==> config.mk <==
export PLATFORM = sky130hd
export DESIGN_NAME = mots_ram
export DESIGN_NICKNAME = d
export VERILOG_FILES = /design/src/rtl/mots_ram.sv
export SDC_FILE = /design/constraint.sdc
export NUM_CORES = 1
export LEC_CHECK = 0
export ABC_CLOCK_PERIOD_IN_PS = 2300
export BUFFER_PORTS_ARGS = -buffer_cell sky130_fd_sc_hd__buf_2
export CORE_MARGIN = 1.5
export CORE_UTILIZATION = 50
export DETAILED_ROUTE_END_ITERATION = 12
export HOLD_SLACK_MARGIN = 0.1
export PLACE_DENSITY = 0.76
export SLEW_MARGIN = 20
export SYNTH_ARGS = -nofsm -noshare
export SYNTH_HDL_FRONTEND = slang
export SYNTH_SLANG_ARGS = --single-unit
export TNS_END_PERCENT = 100
==> constraint.sdc <==
create_clock -name clk_i -period 2.3 [get_ports clk_i]
set_clock_uncertainty 0.2 [all_clocks]
set_input_delay 0 -clock clk_i [delete_from_list [all_inputs] [get_ports clk_i]]
set_output_delay 0 -clock clk_i [all_outputs]
set_load 0.05 [all_outputs]
==> src/rtl/mots_ram.sv <==
// Generic synchronous RAM, one write port and one registered read port.
// Depends on nothing; contents are undefined until written.
`timescale 1ns / 1ps
`default_nettype none

module mots_ram #(
  parameter int Width = 8,
  parameter int Depth = 16,
  parameter int AddrW = $clog2(Depth)
) (
  input  wire logic             clk_i,
  input  wire logic             we_i,
  input  wire logic [AddrW-1:0] waddr_i,
  input  wire logic [Width-1:0] wdata_i,
  input  wire logic [AddrW-1:0] raddr_i,
  output logic      [Width-1:0] rdata_o
);

  logic [Width-1:0] mem [Depth];

  always_ff @(posedge clk_i) begin
    if (we_i) mem[waddr_i] <= wdata_i;
  end

  always_ff @(posedge clk_i) begin
    rdata_o <= mem[raddr_i];
  end

endmodule

`default_nettype wire

==> results.md, run 1 <==
- Clock tree from TritonCTS: yes
- Layout Area Growth over Synthesis: 23.8%
- Static leakage: 2.19 nW
- Yosys warning count: 0
- Max-capacitance violation count: 0
- Average size of a mapped cell: 22.5 um2
- Share of the core filled with cells: roughly 65%
- Vias after detailed routing: 2565
- Depth of the worst register-to-register path: 4
- Number of CTS-inserted buffers: 17
- Post-CTS clock slew at the launch and capture registers of the worst setup and hold paths: 0.06 ns
- Number of failing setup endpoints in the final timing report: 0
- Hold_ws: 0.219 ns
- Std-Cell Core Area: 9860 um2
- Routed via count divided by cell count: approximately 5.7
- Max-slew headroom at the worst pin: slightly below 50%
- Cell with the largest stage delay on the worst path: sky130_fd_sc_hd__dlygate4sd3_1
- CP startpoint kind: primary input
- Mean routed wirelength per cell: 21.7 um
- Placed standard-cell area: 5510 um2
- Post-synthesis cell count: 229
- Total nets after synthesis: 247
- Number of DRC violations after detailed routing: 0
- Effective utilization at floorplan: ~52%
- Count of hold-fix buffers inserted at cts: 24
- Number of slew-limit violations in the final report: 0
- Number of register bits inferred by synthesis: between 100 and 150
- WP depth: 7
- Final net count: 323
- Total detailed-routing wirelength: 9.79 mm
- Cell occurring most often along the worst timing path: sky130_fd_sc_hd__dlygate4sd3_1
- Clock sinks: 136
- Gp weighted congestion: 0.697
- Post-route cell area: between 6000 and 7000 um2
- Unrepaired setup endpoints after global routing: false
- Post-Syn Area: a little over 5000 um2
- Detailed Route Iter0 Violations: 215
- Synth unique cells: 19
- Total global-route track usage: between 10% and 20%
- Type of the worst setup path: primary input to flip-flop
- HPWL after detailed placement: 5.97 mm
- Die Wd: 104 um
- Die Outline Area: ~11000 um2
- Wire length of the first global-routing pass: 15.3 mm
- Iteration count of the initial detailed-routing pass: 5
- Number of diodes added for antenna fixing: 0
- Number of H-tree levels: 4
- FMAX: 0.460 GHz
- Filler cells: 647
- Antenna violations before repair: 0
- Crit-path max cell delay: slightly above 0.8 ns
- Part of the Yosys area used for sequential elements: 77.8%
- Pin count of the biggest net entering global routing: 33
- Critical path required time: about 2.6 ns
- Data arrival time of the critical path: 2.42 ns
- Series of cell instances along the critical path: dlygate4sd3_1, buf_2, nor2_1, dlygate4sd3_1, a22oi_1, dlygate4sd3_1, nand2_1
- Clk_lat worst skew: 0.51 ns
- Buffer cell driving the clock tree root: sky130_fd_sc_hd__clkbuf_8
- Quantity of I/O buffers inserted on ports: 25
- Longest Clk Path Bufs: 2
- Count of boundary I/O pins: 26
- Via count of the first global-routing pass: 2770
- GR Overflow Total: 0
- Post-route fraction of the period consumed by the critical path: 94.6%
- Total Neg Setup Slack: 0 ns
- Worst Hold Class: primary input to flip-flop
- Gates resized, CTS repair: 0
- Power per Cell Area: 924 nW/um2
- Worst Hold Depth: 2
- DP Worst Slack: 0.651 ns
- Slew at the pin closest to its max-slew limit: 0.764 ns
- Max Fanout on Critical Path: 8
- Number of hold-slack violations in the final timing report: 0
- Worst path buffer plus inverter count: 4
- Number of placement rows: 36
- Number of antenna-violating nets in the routed design: 0
- Final critical-path required period: ~2.2 ns
- Peak supply drop: around 0.00073 V
- # Post-CTS Setup Buffers: 0
- Critical path's top delay family: buffers and inverters
- Final setup margin: 0.124 ns
- Share of layout cells above drive strength 1: 29.2%
- Result of the run: finished clean
- Flop-to-flop setup slack: 0.27 ns
- Vertical die dimension: 104 um
- Kind of end point of the critical path: flip-flop
## per-stage QoR
stage	total power, mW	cells
after floorplan	3.03	229
after global placement	3.13	395
after detailed placement	3.15	395
after CTS	5.94	451
after global routing	6.08	451
final	5.89	451
## synth_stat cells
library cell	n	area share, %
sky130_fd_sc_hd__nor3_1	4	0.39
sky130_fd_sc_hd__nand2_1	9	0.66
sky130_fd_sc_hd__buf_6	3	0.66
sky130_fd_sc_hd__nor2_1	13	0.95
sky130_fd_sc_hd__a22oi_1	16	2.3
sky130_fd_sc_hd__edfxtp_1	128	75
sky130_fd_sc_hd__nand2b_1	2	0.24
sky130_fd_sc_hd__and2b_1	1	0.15
sky130_fd_sc_hd__buf_2	3	0.29
sky130_fd_sc_hd__dfxtp_1	8	3.1
sky130_fd_sc_hd__nand3b_1	2	0.29
sky130_fd_sc_hd__mux4_2	18	7.9
sky130_fd_sc_hd__nor2b_1	1	0.12
sky130_fd_sc_hd__buf_4	1	0.15
sky130_fd_sc_hd__clkdlybuf4s25_2	3	0.58
sky130_fd_sc_hd__or3b_2	1	0.17
sky130_fd_sc_hd__nand3_1	1	0.097
sky130_fd_sc_hd__mux4_1	14	7.1
sky130_fd_sc_hd__and2_1	1	0.12
## worst reg2reg max path, stage by stage, from the launching register on
cell                            delay (ns)
sky130_fd_sc_hd__edfxtp_1             0.37
sky130_fd_sc_hd__mux4_1               0.52
sky130_fd_sc_hd__a22oi_1              0.19
sky130_fd_sc_hd__dlygate4sd3_1        0.58
sky130_fd_sc_hd__nand2_1              0.06
## per-layer routing
metal	up-vias	wire, um	GRT usage [%]
met5	-	0	0
met4	0	76	8.13
met3	4	711	6.52
met2	115	5070	31.5
met1	1318	3940	25.6
li1	1128	-	-
## power breakdown
group | internal, mW | total, mW | switching (mW)
Clock | 1.77 | 2.76 | 0.993
Sequential | 2.77 | 2.79 | 0.0175
Combinational | 0.136 | 0.336 | 0.200
Total | 4.67 | 5.89 | 1.21
## flip-flops by register name, summed over array words and instances (netlist names)
signal	cells
rdata_o	8
mem	128
## layout make-up
cell class | count | area [um2] | area share [%]
well taps | 133 | 166 | 2.61
multi-input cells | 83 | 1060 | 16.6
clock buffers | 18 | 418 | 6.56
repair buffers | 67 | 526 | 8.25
flip-flops and latches | 136 | 4000 | 62.8
clock inverters | 14 | 200 | 3.14
## path summary, 6_finish.rpt
path                                              to                 from
worst max-delay path              rdata_o[5]$_DFF_P_           raddr_i[2]
worst min-delay path            mem[14][0]$_DFFE_PP_           wdata_i[0]
worst max register to register    rdata_o[5]$_DFF_P_  mem[1][5]$_DFFE_PP_
worst min register to register    rdata_o[3]$_DFF_P_  mem[0][3]$_DFFE_PP_
## cell families (layout without fill, tap and decap cells)
kind of cell	count (synthesis)	after routing	synth area share [%]
mux	32	32	15.0
simple gates	35	35	3.18
compound gates	16	16	2.33
buf+inv	10	99	1.68
flops	136	136	77.8
## cell usage in the layout, fill, tap and decap left out, types with 2 or more instances in the layout
cell,Yosys,layout
sky130_fd_sc_hd__nand2_1,9,9
sky130_fd_sc_hd__clkinvlp_4,0,3
sky130_fd_sc_hd__dlygate4sd3_1,0,24
sky130_fd_sc_hd__a22oi_1,16,16
sky130_fd_sc_hd__mux4_2,18,18
sky130_fd_sc_hd__nor2_1,13,13
sky130_fd_sc_hd__buf_2,3,25
sky130_fd_sc_hd__buf_4,1,16
sky130_fd_sc_hd__clkbuf_16,0,16
sky130_fd_sc_hd__bufinv_16,0,4
sky130_fd_sc_hd__nand3b_1,2,2
sky130_fd_sc_hd__nor3_1,4,4
sky130_fd_sc_hd__nand2b_1,2,2
sky130_fd_sc_hd__dfxtp_1,8,8
sky130_fd_sc_hd__clkinv_4,0,5
sky130_fd_sc_hd__edfxtp_1,128,128
sky130_fd_sc_hd__buf_12,0,2
sky130_fd_sc_hd__mux4_1,14,14
Note: power is estimated with default switching activity, not from simulation.
==> run 2: changes to the inputs <==
ABC_CLOCK_PERIOD_IN_PS = 2500   (was 2300)
SKIP_LAST_GASP = 1   (was not set)
clock period = 2.5 ns   (was 2.3 ns; I/O delays follow)
==> results.md, run 2 (synthesized netlist as in run 1, its figures left out) <==
- Wire length of the first global-routing pass: 15.3 mm
- Filler cells: 648
- Series of cell instances along the critical path: dlygate4sd3_1, buf_2, buf_12, mux4_1, a22oi_1, nand2_1, dlygate4sd3_1
- Vertical die dimension: about 100 um
- # Post-CTS Setup Buffers: 0
- Number of CTS-inserted buffers: 17
- Cell occurring most often along the worst timing path: sky130_fd_sc_hd__dlygate4sd3_1
- Share of the core filled with cells: a little under two thirds
- Depth of the worst register-to-register path: 4
- Startpoint of the worst hold path: wdata_i[4]
- Quantity of I/O buffers inserted on ports: 25
- Post-CTS clock slew at the launch and capture registers of the worst setup and hold paths: roughly 0.06 ns
- Number of placement rows: 36
- Max-capacitance violation count: 0
- Result of the run: finished clean
- Routed via count divided by cell count: 5.69
- Worst Hold Class: primary input to flip-flop
- Clock sinks: 136
- Number of diodes added for antenna fixing: 0
- Clock tree from TritonCTS: yes
- Final setup margin: between 0.1 and 0.15 ns
- Count of boundary I/O pins: 26
- Power per Cell Area: between 800 and 900 nW/um2
- Gates resized, CTS repair: 0
- Number of antenna-violating nets in the routed design: 0
- Die Outline Area: about 11000 um2
- Max-slew headroom at the worst pin: 34.3%
- CP startpoint kind: primary input
- Number of slew-limit violations in the final report: 0
- Vias after detailed routing: 2534
- Crit-path max cell delay: 0.60 ns
- Slew at the pin closest to its max-slew limit: 0.982 ns
- Reg2Reg Launch Point: mem[1][3]$_DFFE_PP_
- Cell with the largest stage delay on the worst path: sky130_fd_sc_hd__mux4_1
- Effective utilization at floorplan: 52.2%
- Kind of end point of the critical path: flip-flop
- Hold_ws: 0.214 ns
- Total detailed-routing wirelength: approximately 9.8 mm
- Unrepaired setup endpoints after global routing: false
- Static leakage: between 2 and 2.5 nW
- Top library cells by usage in the layout, fill and taps aside: 128 x sky130_fd_sc_hd__edfxtp_1, 25 x sky130_fd_sc_hd__buf_2, 22 x sky130_fd_sc_hd__dlygate4sd3_1
- Via count of the first global-routing pass: 2675
- Layout Area Growth over Synthesis: 21.9%
- Number of H-tree levels: 4
- Antenna violations before repair: 0
- Die Wd: between 100 and 150 um
- Worst Hold Depth: 2
- Register with the most flip-flops: mem
- Final net count: 317
- Post-placement cell count: 391
- Number of hold-slack violations in the final timing report: 0
- Count of hold-fix buffers inserted at cts: 22
- Clk_lat worst skew: approximately 0.5 ns
- Number of DRC violations after detailed routing: 0
- Detailed Route Iter0 Violations: 251
- Total Neg Setup Slack: 0 ns
- Share of layout cells above drive strength 1: 27.9%
- Gp weighted congestion: 0.765
- Buffer cell driving the clock tree root: sky130_fd_sc_hd__clkbuf_8
- GR Overflow Total: 0
- Combined area of the multi-input logic cells: 1060 um2
- Longest Clk Path Bufs: 2
- Max Fanout on Critical Path: 25
- FMAX: 0.418 GHz
- Mean routed wirelength per cell: 21.9 um
- Critical path required time: 2.70 ns
- Launching element of the worst setup path: raddr_i[0]
- Total global-route track usage: 19.7%
- Final critical-path required period: 2.39 ns
- Data arrival time of the critical path: 2.59 ns
- Peak supply drop: just under 0.0006 V
- Post-route fraction of the period consumed by the critical path: a little over nine tenths
- Number of flip-flops under the largest register name: 128
- Number of failing setup endpoints in the final timing report: 0
- Type of the worst setup path: primary input to flip-flop
- HPWL after detailed placement: 5.83 mm
- Std-Cell Core Area: 9860 um2
- Commonest non-fill, non-tap cell in the layout: sky130_fd_sc_hd__edfxtp_1
- Pin count of the biggest net entering global routing: 26
- Sequential standard cell area: 4000 um2
- DP Worst Slack: a little over 0.6 ns
- Non-filler instance count after layout: 445
- Registers with the most flip-flops: mem x128, rdata_o x8
- Iteration count of the initial detailed-routing pass: 4
==> run 2: cell type report <==
type / instances / share of cell area, %
flip-flops and latches: 136 / 63.8
multi-input cells: 83 / 16.8
repair buffers: 61 / 7.38
clock buffers: 20 / 6.94
well taps: 133 / 2.65
clock inverters: 12 / 2.39
==> run 2: final timing paths <==
path	to	slack (ns)
max	rdata_o[3]$_DFF_P_	0.11
min	mem[0][4]$_DFFE_PP_	0.21
max reg2reg	rdata_o[3]$_DFF_P_	0.44
min reg2reg	rdata_o[1]$_DFF_P_	0.47
==> run 2: worst max-delay path, delay by kind of cell <==
family	cells	cell delay, ns
AND/OR/NAND/NOR	1	0.07
multiplexers	1	0.60
AO/OA/AOI/OAI	1	0.25
buffers and inverters	4	1.64
==> run 2: where the power goes <==
group          switching, mW  internal, mW  total, mW
Combinational          0.187         0.122      0.309
Clock                  0.881          1.54       2.42
Sequential            0.0159          2.55       2.57
Total                   1.08          4.21       5.30
==> run 2: metrics by stage <==
step / area (um2) / power (mW)
finish: 6280 / 5.30
global route: 6280 / 5.44
CTS: 6280 / 5.32
detailed placement: 5470 / 2.89
global placement: 5470 / 2.89
floorplan: 5150 / 2.79
==> run 2: per-layer routing <==
metal,vias to the layer above,GRT usage [%],part of all wire [%]
li1,1114,-,-
met1,1294,26.9,40
met2,113,30.6,50
met3,13,5.89,8.8
met4,0,6.55,1.3
met5,-,0,0
