## src/rtl/mots_pkg.sv

```systemverilog
// Package for the smallest-first topological sort block.
// Holds sizes, status codes, shared types and the ready-vertex search.
// No dependencies.
`timescale 1ns / 1ps
`default_nettype none

package mots_pkg;

  localparam int MaxVertices = 64;
  localparam int MaxEdges    = 256;
  localparam int VidW        = 7;
  localparam int VIdxW       = $clog2(MaxVertices);
  localparam int EIdxW       = $clog2(MaxEdges);
  localparam int LinkW       = $clog2(MaxEdges + 1);
  localparam int DegW        = 9;
  localparam int StatW       = 2;

  localparam logic [StatW-1:0] StatusOk       = 2'd0;
  localparam logic [StatW-1:0] StatusCycle    = 2'd1;
  localparam logic [StatW-1:0] StatusOverflow = 2'd2;

  typedef struct packed {
    logic             en;
    logic [VIdxW-1:0] addr;
    logic [DegW-1:0]  data;
  } vmem_wr_t;

  typedef struct packed {
    logic [VIdxW-1:0] target;
    logic [LinkW-1:0] next;
  } edge_ent_t;

  typedef enum logic [3:0] {
    S_IDLE,
    S_LOAD,
    S_INIT,
    S_PICK,
    S_HEAD,
    S_EDGE,
    S_ECHK,
    S_DEC,
    S_ORD_RD,
    S_ORD_LD,
    S_OUT
  } state_e;

  // Index of the lowest set bit; zero when no bit is set.
  function automatic logic [VIdxW-1:0] first_set(input logic [MaxVertices-1:0] m);
    logic [VIdxW-1:0] r;
    r = '0;
    for (int i = MaxVertices - 1; i >= 0; i--) begin
      if (m[i]) r = VIdxW'(i);
    end
    return r;
  endfunction

endpackage

`default_nettype wire

```

## src/rtl/mots_vmem.sv

```systemverilog
// Per-vertex memory whose entries read as zero until written since the last clear.
// Depends on mots_pkg for sizes and the write request type.
`timescale 1ns / 1ps
`default_nettype none

module mots_vmem (
  input  wire logic                          clk_i,
  input  wire logic                          rst_ni,
  input  wire logic                          clr_i,
  input  wire mots_pkg::vmem_wr_t            wr_i,
  input  wire logic [mots_pkg::VIdxW-1:0]    raddr_i,
  output logic      [mots_pkg::DegW-1:0]     rdata_o
);

  logic [mots_pkg::DegW-1:0]        mem [mots_pkg::MaxVertices];
  logic [mots_pkg::MaxVertices-1:0] vld_q;
  logic [mots_pkg::DegW-1:0]        rd_q;
  logic                             rvld_q;

  always_ff @(posedge clk_i) begin
    if (wr_i.en) mem[wr_i.addr] <= wr_i.data;
    rd_q <= mem[raddr_i];
  end

  always_ff @(posedge clk_i or negedge rst_ni) begin
    if (!rst_ni) begin
      vld_q  <= '0;
      rvld_q <= 1'b0;
    end else begin
      rvld_q <= vld_q[raddr_i];
      if (clr_i) begin
        vld_q <= '0;
      end else if (wr_i.en) begin
        vld_q[wr_i.addr] <= 1'b1;
      end
    end
  end

  assign rdata_o = rvld_q ? rd_q : '0;

endmodule

`default_nettype wire

```

## config.mk

```make
export PLATFORM = sky130hd
export DESIGN_NAME = mots_vmem
export DESIGN_NICKNAME = d
export VERILOG_FILES = /design/src/rtl/mots_pkg.sv /design/src/rtl/mots_vmem.sv
export SDC_FILE = /design/constraint.sdc
export NUM_CORES = 1
export LEC_CHECK = 0
export ABC_AREA = 1
export BUFFER_PORTS_ARGS = -buffer_cell sky130_fd_sc_hd__buf_2
export CAP_MARGIN = 25
export CORE_ASPECT_RATIO = 1.4
export CORE_MARGIN = 1
export CORE_UTILIZATION = 55
export CTS_BUF_LIST = sky130_fd_sc_hd__clkbuf_2
export DETAILED_ROUTE_END_ITERATION = 16
export HOLD_SLACK_MARGIN = 0.03
export PLACE_DENSITY = 0.71
export SLEW_MARGIN = 10
export SYNTH_ARGS = -nofsm -noshare
export SYNTH_HDL_FRONTEND = slang
export SYNTH_SLANG_ARGS = --single-unit
```

## constraint.sdc

```tcl
create_clock -name clk_i -period 1.25 [get_ports clk_i]
set_input_delay 0 -clock clk_i [delete_from_list [all_inputs] [get_ports clk_i]]
set_output_delay 0 -clock clk_i [all_outputs]
set_load 0.05 [all_outputs]
```

==> run metrics, run 1 <==
TritonRoute pass-1 iters=8; Synth Area in Compound Gates=0%; Top delay family on crit path=flip-flops; Adder-Cell Fraction of Synth Area=0%; crit end category=output port; initial antenna violation count=1; largest net degree at the start of global routing=65; combinational power share=9.6%; leak pwr=12.8 nW; max-cap viol count=0; delay of the slowest critical-path stage=450 ps; RSZ-0062 raised after global routing=yes; most frequent cell after synthesis=nand2_1; Peak VDD IR=0.000612 V; Synth area leaders=edfxtp_1 64%, nand2_1 12%, nand3_1 10%; number of port buffers=33; Synth top cells by count=831 x nand2_1, 576 x edfxtp_1, 540 x nand3_1, 191 x nor2_1, 65 x dfrtp_1; design internal power=0.0308 W; Final setup violation count=12; crit path max fanout=4; layout cell share with drive strength beyond 1=25.3%; crit path time final=1920 ps; Post-Syn Nets=2453; pwr/cell area=1290 nW/um^2; worst path arrival time=1920 ps; post-synth cell types=19; multiplexer area fraction after synthesis=0%; num ports=34; Post-Syn Area per Cell=11.1 sq um; Req. time, crit path=1250 ps; EDFF count, synth=576; full die area=49700 sq um; Die H=263 um; DRC=0; WS Path Type=reg -> out; NumNets Final=2723; Worst-Margin Slew=653 ps; DP HPWL=42.5 mm; Initial DRC Count=1925; Post-Route Skew=63.0 ps; failing checks=setup timing; setup TNS=-5950 ps; final RePlAce weighted congestion=0.885; Vias/cell=5.64; clk sinks=650; final period utilization=154%; drt total wl=72.3 mm; CP Launch Type=flip-flop; htree depth=4; FMAX=520 MHz; Cell Area, Synth=26800 sq um; Seq pwr share=57.8%; clk_lat worst skew=1130 ps; Top FF cell, synth=edfxtp_1; Overflow after GRT=0; CP Buf/Inv Count=3; multi-input logic area=7690 sq um; die width=189 um; area grow syn2layout=19.5%; Hold Path Class=in -> reg; Bufs on Longest Clock Path=3; Post-DP Area=29000 sq um; wire per inst=20.9 um; Post-Synthesis Cells=2428; Slew headroom=56.4%; CTS root buf=clkbuf_2; CP Cell Sequence=buf_6 -> nand2_4 -> inv_4 -> buf_8; fraction of registers with async set/reset=10.0%; dpl cells=3131; Initial Utilization=55.8%; Seq cells post-synth=650; PnR worst setup slack=-672 ps; switching part of the total=25.4%; status=complete, but fails checks; Sw Pwr=0.0105 W; clock buffer count from CTS=144; first-pass GRT wire length=107 mm; Via Count=19500; FP Rows=95; Reg area=19100 sq um; post-route insts no fill=3451; clk slew on worst S/H paths=110 ps; Simple-Gate Fraction of Synth Area=24.7%; Fillers=3576; total track usage=28.9%; dominant cell type by area after synthesis=edfxtp_1; Final Cell Area=32100 sq um; clock share of power=32.7%; Critical-path top delay cell=dfrtp_2; Hold Fails Final Rpt=0; core footprint=48100 sq um; top-area cell type share of the netlist area=64.4%; vias in the first global route=19300; fin. max-slew vios=0; post-synthesis sequential area ratio=71.2%; Syn. warnings=0; post-route ant nets=0; XOR/XNOR Fraction of Synth Area=0%; CTS tree=yes; largest family of logic cells by synthesized area=simple AND/OR/NAND/NOR gates
[path summary, 6_finish.rpt]
check	start	to	slack (ps)	depth (start not counted)
max	rvld_q	rdata_o[5]	-670	4
min	wr_i[10]	vld_q[45]	90	8
max reg2reg	mem[7][4]	rd_q[4]	-10	8
min reg2reg	vld_q[13]	vld_q[13]	510	2
max in group asynchronous	rst_ni	vld_q[12]	410	6
min in group asynchronous	rst_ni	vld_q[10]	410	5
[logic make-up (layout without fill, tap and decap cells)]
family,Yosys count,in the layout
AND/OR/NAND/NOR,1578,1578
flip-flops,650,650
buffers and inverters,200,589
other,0,4
[metal layers]
metal | up-vias | global-route usage [%] | share of wire [%] | routed length (um)
met3 | 201 | 4.75 | 7.5 | 5440
met4 | 0 | 16.2 | 4.6 | 3360
li1 | 8967 | - | - | -
met1 | 9355 | 34.6 | 36 | 26400
met5 | - | 0 | 0 | 0
met2 | 954 | 49.6 | 51 | 37100
[what timing repair did]
action	4_1_cts	5_1_grt
setup endpoints to repair	19	279
hold buffers	43	3
buffers inserted	3	6
endpoints found under the hold margin	1291	577
resized for setup	95	184
pin swaps	21	113
gates cloned	0	1
[flip-flops by register name (all words and copies together) (netlist names)]
register,cells
mem,576
vld_q,64
rd_q,9
rvld_q,1
[cell type report]
class	count	share of cell area [%]
Antenna cell	4	0.0312
Clock buffer	234	3.65
Clock inverter	31	0.725
Inverter	54	0.679
Multi-Input combinational cell	1578	24.0
Sequential cell	650	59.6
Tap cell	630	2.46
Timing Repair Buffer	270	8.94
[worst min-delay path: cells and delay by family]
kind	cells	cell delay, ps
and+or+nand+nor	4	270
buffers and inverters	4	910
[power groups by stage]
stage / registers [W] / logic, W / clock network [W]
2_1_floorplan: 0.0243 / 0.00178 / 0
3_3_place_gp: 0.0243 / 0.00327 / 0
3_5_place_dp: 0.0243 / 0.00333 / 0
4_1_cts: 0.0239 / 0.00363 / 0.0137
5_1_grt: 0.0239 / 0.00420 / 0.0147
6_report: 0.0239 / 0.00395 / 0.0135
[stage by stage]
stage | hold WS (ps) | utilization [%] | setup WS [ps] | power, W
finish | 93.5 | 66.6 | -672 | 0.0413
global route | 105 | 66.6 | -739 | 0.0428
CTS | 43.0 | 64.9 | -742 | 0.0412
detailed placement | -76.1 | 60.3 | -295 | 0.0277
global placement | -75.7 | 60.3 | -301 | 0.0276
floorplan | -296 | - | -78.0 | 0.0261
[layout by cell type, fill, tap and decap left out, drive strengths merged]
cell         instances
buf                229
bufinv               4
clkbuf             235
clkinv              24
clkinvlp             1
dfrtp               65
dfxtp                9
diode                4
dlygate4sd3         40
edfxtp             576
inv                 56
nand2              831
nand3              540
nor2               192
nor3                15
Power figures use the tool's default switching activity.
==> run 2: changes to the inputs <==
- TNS_END_PERCENT: unset -> 1
==> run 2 against run 1 <==
  * The flow still finishes with violations (setup timing)
  * Utilization shrank 1.3 points
  * Clock skew grew 33 ps
  * Fmax shrank 5.5%
  * Non-clock buffer count grew 15
==> run metrics, run 2 (synthesis results as in run 1) <==
r2r setup slk=-30 ps (-20 ps); Initial Utilization=55.8% (unchanged); Req. time, crit path=1250 ps (about the same); status=complete, but fails checks; commonest non-fill, non-tap cell in the layout=nand2_1; Vias/cell=5.65 (about the same); Bufs on Longest Clock Path=3 (unchanged); total track usage=29.5% (+0.55 points); crit path max fanout=5 (+1); Via Count=19600 (+0.48%); failing checks=setup timing; Peak VDD IR=0.000714 V (+17%); post-route ant nets=0 (unchanged); clk_lat worst skew=1120 ps (about the same); vias in the first global route=19600 (+1.2%); clk slew on worst S/H paths=120 ps (about the same); Hold Path Class=in -> reg; core footprint=48100 sq um (unchanged); dpl cells=3143 (+0.38%); Slew headroom=44.7% (-12 points); CP Launch Type=flip-flop; WS Path Type=reg -> out; layout cell share with drive strength beyond 1=19.6% (-5.7 points); max-cap viol count=0 (unchanged); first-pass GRT wire length=109 mm (+1.9%); Hold Fails Final Rpt=0 (unchanged); RSZ-0062 raised after global routing=yes; leak pwr=12.5 nW (-1.6%); DP HPWL=43.5 mm (+2.4%); final RePlAce weighted congestion=0.918 (+3.7%); CTS root buf=clkbuf_2; Overflow after GRT=0 (unchanged); full die area=49700 sq um (unchanged); TritonRoute pass-1 iters=6 (-2); worst reg-to-reg path cell count=8 (unchanged); Die H=263 um (unchanged); FP Rows=95 (unchanged); area grow syn2layout=17.2%; clock buffer count from CTS=147 (+2.1%); post-route insts no fill=3465 (+0.41%); NumNets Final=2741 (+0.66%); Post-Route Skew=95.7 ps (+32.7 ps); Final setup violation count=265 (+253); largest net degree at the start of global routing=65 (unchanged); pwr/cell area=1320 nW/um^2 (+2.4%); num ports=34 (unchanged); worst path arrival time=2030 ps (+110 ps); CTS tree=yes; DRC=0 (unchanged); FMAX=492 MHz (-5.5%); Initial DRC Count=1802 (-6.4%); clk sinks=650 (unchanged); drt total wl=71.6 mm (-0.92%); fin. max-slew vios=0 (unchanged); htree depth=4 (unchanged); initial antenna violation count=2 (+1); max reg flops=576 (unchanged); Finished Core Util=65.3% (-1.3 points); Reg with most FFs=mem; most frequent cells in the layout=815 x nand2_1, 576 x edfxtp_1, 499 x nand3_1, 232 x clkbuf_2, 189 x nor2_1; Worst-Margin Slew=827 ps (+173 ps); hold depth=6 (-2); crit path time final=2030 ps (+111 ps); Fillers=3688 (+3.1%); final period utilization=163% (+8.9 points); PnR worst setup slack=-783 ps (-111 ps); number of port buffers=33 (unchanged); Pwr Total=0.0415 W (+0.43%); wire per inst=20.7 um (-1.3%); crit end category=output port; die width=189 um (unchanged); Largest regs=mem x576, vld_q x64, rd_q x9
-- run 2: where the power goes --
part / total (W) / switching, W / internal (W)
registers: 0.0239 / 0.0000651 / 0.0238
clock network: 0.0139 / 0.00800 / 0.00591
logic: 0.00373 / 0.00250 / 0.00122
-- run 2: worst max-delay path, cell delays in order (launching register included) --
cell,delay [ps]
dfrtp_2,480
nand2_1,160
inv_1,100
buf_4,190
-- run 2: layout make-up --
| type | instances | area [sq um] | area share (%) |
|---|---|---|---|
| sequential | 650 | 19100 | 60.7 |
| clock inverter | 35 | 272 | 0.863 |
| clock buffer | 232 | 1160 | 3.69 |
| multi-input combinational | 1578 | 6890 | 21.9 |
| tap | 630 | 788 | 2.51 |
| timing repair buffer | 285 | 3020 | 9.61 |
| inverter | 54 | 218 | 0.692 |
| antenna | 1 | 2.50 | 0.00795 |
-- run 2: what timing repair did --
action                      CTS  global route
setup buffers                 0             0
setup endpoints to repair    18           277
hold buffers                 48             7
hold endpoints to repair   1291           552
pin swaps                     2             8
resized for setup            51            48
-- run 2: per-stage QoR --
stage	setup WS [ps]	cell area, sq um	hold slack [ps]	TNS (ps)
floorplan	-78.0	26800	-296	-9190
global placement	-279	29200	-146	-105520
detailed placement	-340	29200	-144	-122890
CTS	-814	31200	42.0	-40040
global route	-876	31500	73.3	-67880
finish	-783	31500	135	-69420
-- run 2: routing by layer --
metal,GRT usage [%],wire length (um)
met1,35.9,26300
met2,49.6,36200
met3,5.20,5510
met5,0,13
met4,16.3,3560
-- run 2: worst paths after layout --
path,endpoint,startpoint
setup / recovery,rdata_o[8],rvld_q
hold / removal,mem[23][3],wr_i[12]
setup reg to reg,rd_q[1],mem[15][1]
hold reg to reg,vld_q[3],vld_q[3]
max in group asynchronous,vld_q[43],rst_ni
min in group asynchronous,vld_q[2],rst_ni
==> run 3: changes to the inputs <==
- CORE_UTILIZATION: 55 -> 45
- PLACE_DENSITY: 0.71 -> unset
==> run 3 against run 2 <==
  * The flow finishes with violations (hold timing, setup timing)
  * Largest cell class unchanged
  * Combinational power hardly changed
  * Sequential share of layout area is 0.43 points lower
  * Sequential cell count stayed put
  * Final area is 0.72% higher
  * Non-clock buffer count is 10 lower
  * Final cell count is 3.4% higher
  * Largest power group unchanged
  * Highest routed layer is now met4
  * Setup slack worse by 78 ps
==> run metrics, run 3 (synthesis results as in run 1) <==
status=complete, but fails checks; failing checks=hold timing, setup timing; dpl cells=3256 (+3.6%); CTS root buf=clkbuf_2; final RePlAce weighted congestion=0.874 (-4.8%); first-pass GRT wire length=113 mm (+3.1%); Hold Path Class=in -> reg; clock buffer count from CTS=150 (+2.0%); post-route insts no fill=3582 (+3.4%); Final setup violation count=50 (-81%); crit end category=output port; CTS tree=yes; htree depth=4 (unchanged); Die H=291 um (+10%); vias in the first global route=19200 (-1.9%); Top delay family on crit path=flip-flops; Peak VDD IR=0.000594 V (-17%); number of port buffers=33 (unchanged); wire per inst=20.6 um (about the same); CP Launch Type=flip-flop; Fillers=5091 (+38%); leak pwr=12.6 nW (about the same); CP Cell Sequence=nand2_1 -> inv_2 -> buf_6; Critical-path top delay cell=dfrtp_2; Initial DRC Count=1625 (-9.8%); fin. max-slew vios=0 (unchanged); Overflow after GRT=0 (unchanged); Req. time, crit path=1250 ps (about the same); PnR worst setup slack=-861 ps (-77.7 ps); layout cell share with drive strength beyond 1=20.1% (+0.47 points); clk_lat worst skew=1200 ps (+80 ps); initial antenna violation count=1 (-1); drt total wl=74.0 mm (+3.3%); die width=208 um (+10%); Hold Slack=-177 ps (-312 ps); commonest non-fill, non-tap cell in the layout=nand2_1; CP Buf/Inv Count=2 (unchanged); Hold Fails Final Rpt=45 (+45); num ports=34 (unchanged); most frequent cells in the layout=820 x nand2_1, 576 x edfxtp_1, 467 x nand3_1, 224 x clkbuf_2, 191 x nor2_1; Largest regs=mem x576, vld_q x64, rd_q x9; Worst-Margin Slew=1060 ps (+229 ps); final period utilization=169% (+6.2 points); crit path time final=2110 ps (+77.7 ps); total track usage=24.8% (-4.6 points); RSZ-0062 raised after global routing=yes; core footprint=58700 sq um (+22%); Initial Utilization=45.7% (-10 points); NumNets Final=2734 (-0.26%); Vias/cell=5.31 (-6.0%); DP HPWL=44.6 mm (+2.5%); Bufs on Longest Clock Path=3 (unchanged); worst path arrival time=2110 ps (+80 ps); max-cap viol count=0 (unchanged); crit path max fanout=5 (unchanged); WS Path Type=reg -> out; clk slew on worst S/H paths=110 ps (about the same); Post-Route Skew=62.1 ps (-33.6 ps); Reg with most FFs=mem; clk sinks=650 (unchanged); post-route ant nets=0 (unchanged); pwr/cell area=1310 nW/um^2 (-0.98%); area grow syn2layout=18.0%; full die area=60600 sq um (+22%); delay of the slowest critical-path stage=460 ps (-20 ps); TritonRoute pass-1 iters=5 (-1); DRC=0 (unchanged); largest net degree at the start of global routing=66 (+1.5%); FP Rows=105 (+11%); Slew headroom=29.4% (-15 points); FMAX=474 MHz (-3.7%); post-CTS setup repair buffer count=0 (unchanged); Via Count=19000 (-2.9%); max reg flops=576 (unchanged)
[run 3: routing by layer]
metal / vias up / GRT usage (%) / part of all wire [%] / routed length (um)
met3: 143 / 3.59 / 4.8 / 3580
li1: 8978 / - / - / -
met2: 623 / 43.8 / 52 / 38700
met1: 9267 / 29.6 / 39 / 28700
met5: - / 0 / 0 / 0
met4: 0 / 12.3 / 3.9 / 2910
[run 3: stage by stage]
step           cell area, sq um  setup TNS [ps]  utilization, %  total power, W  setup WS, ps
2_1_floorplan             26800           -9190               -          0.0261         -78.0
3_3_place_gp              29300         -138650            49.8          0.0278          -448
3_5_place_dp              29300         -146290            49.8          0.0278          -441
4_1_cts                   31400          -19180            53.4          0.0417          -950
5_1_grt                   31700          -12380            54.0          0.0430          -919
6_report                  31700           -9510            54.0          0.0414          -861
[run 3: worst paths after layout]
check / slack [ps] / cells past startpoint / to / start
setup / recovery: -860 / 3 / rdata_o[6] / rvld_q
hold / removal: -180 / 7 / mem[48][5] / wr_i[11]
setup reg to reg: 0 / 8 / rd_q[7] / mem[27][7]
hold reg to reg: 510 / 2 / vld_q[30] / vld_q[30]
max in group asynchronous: 330 / 5 / vld_q[41] / rst_ni
min in group asynchronous: 520 / 5 / vld_q[20] / rst_ni
[run 3: cell type report]
class | count | area, sq um | area share [%]
repair buffers | 275 | 2940 | 9.29
well taps | 749 | 937 | 2.96
flip-flops and latches | 650 | 19100 | 60.3
multi-input cells | 1578 | 7060 | 22.3
clock inverters | 51 | 299 | 0.944
clock buffers | 224 | 1120 | 3.54
diodes | 1 | 2.50 | 0.00790
inverters | 54 | 213 | 0.671
[run 3: where the power goes]
| group | internal (W) | total [W] | switching (W) |
|---|---|---|---|
| clock | 0.00561 | 0.0138 | 0.00814 |
| combinational | 0.00123 | 0.00376 | 0.00253 |
| sequential | 0.0238 | 0.0239 | 0.0000736 |
[run 3: timing repair]
| item | 4_1_cts | 5_1_grt |
|---|---|---|
| endpoints found under the hold margin | 1291 | 457 |
| resized for setup | 56 | 72 |
| pin swaps | 1 | 9 |
| cloned | 0 | 0 |
| setup endpoints to repair | 19 | 405 |
| hold buffers | 48 | 2 |
[run 3: worst reg2reg max path, stage by stage (launching register included)]
cell	delay [ps]
edfxtp_1	390
nand2_1	80
nand3_1	100
nand3_2	130
nand2_1	90
nand2_1	60
nand3_1	120
nand3_1	140
nand2_1	60
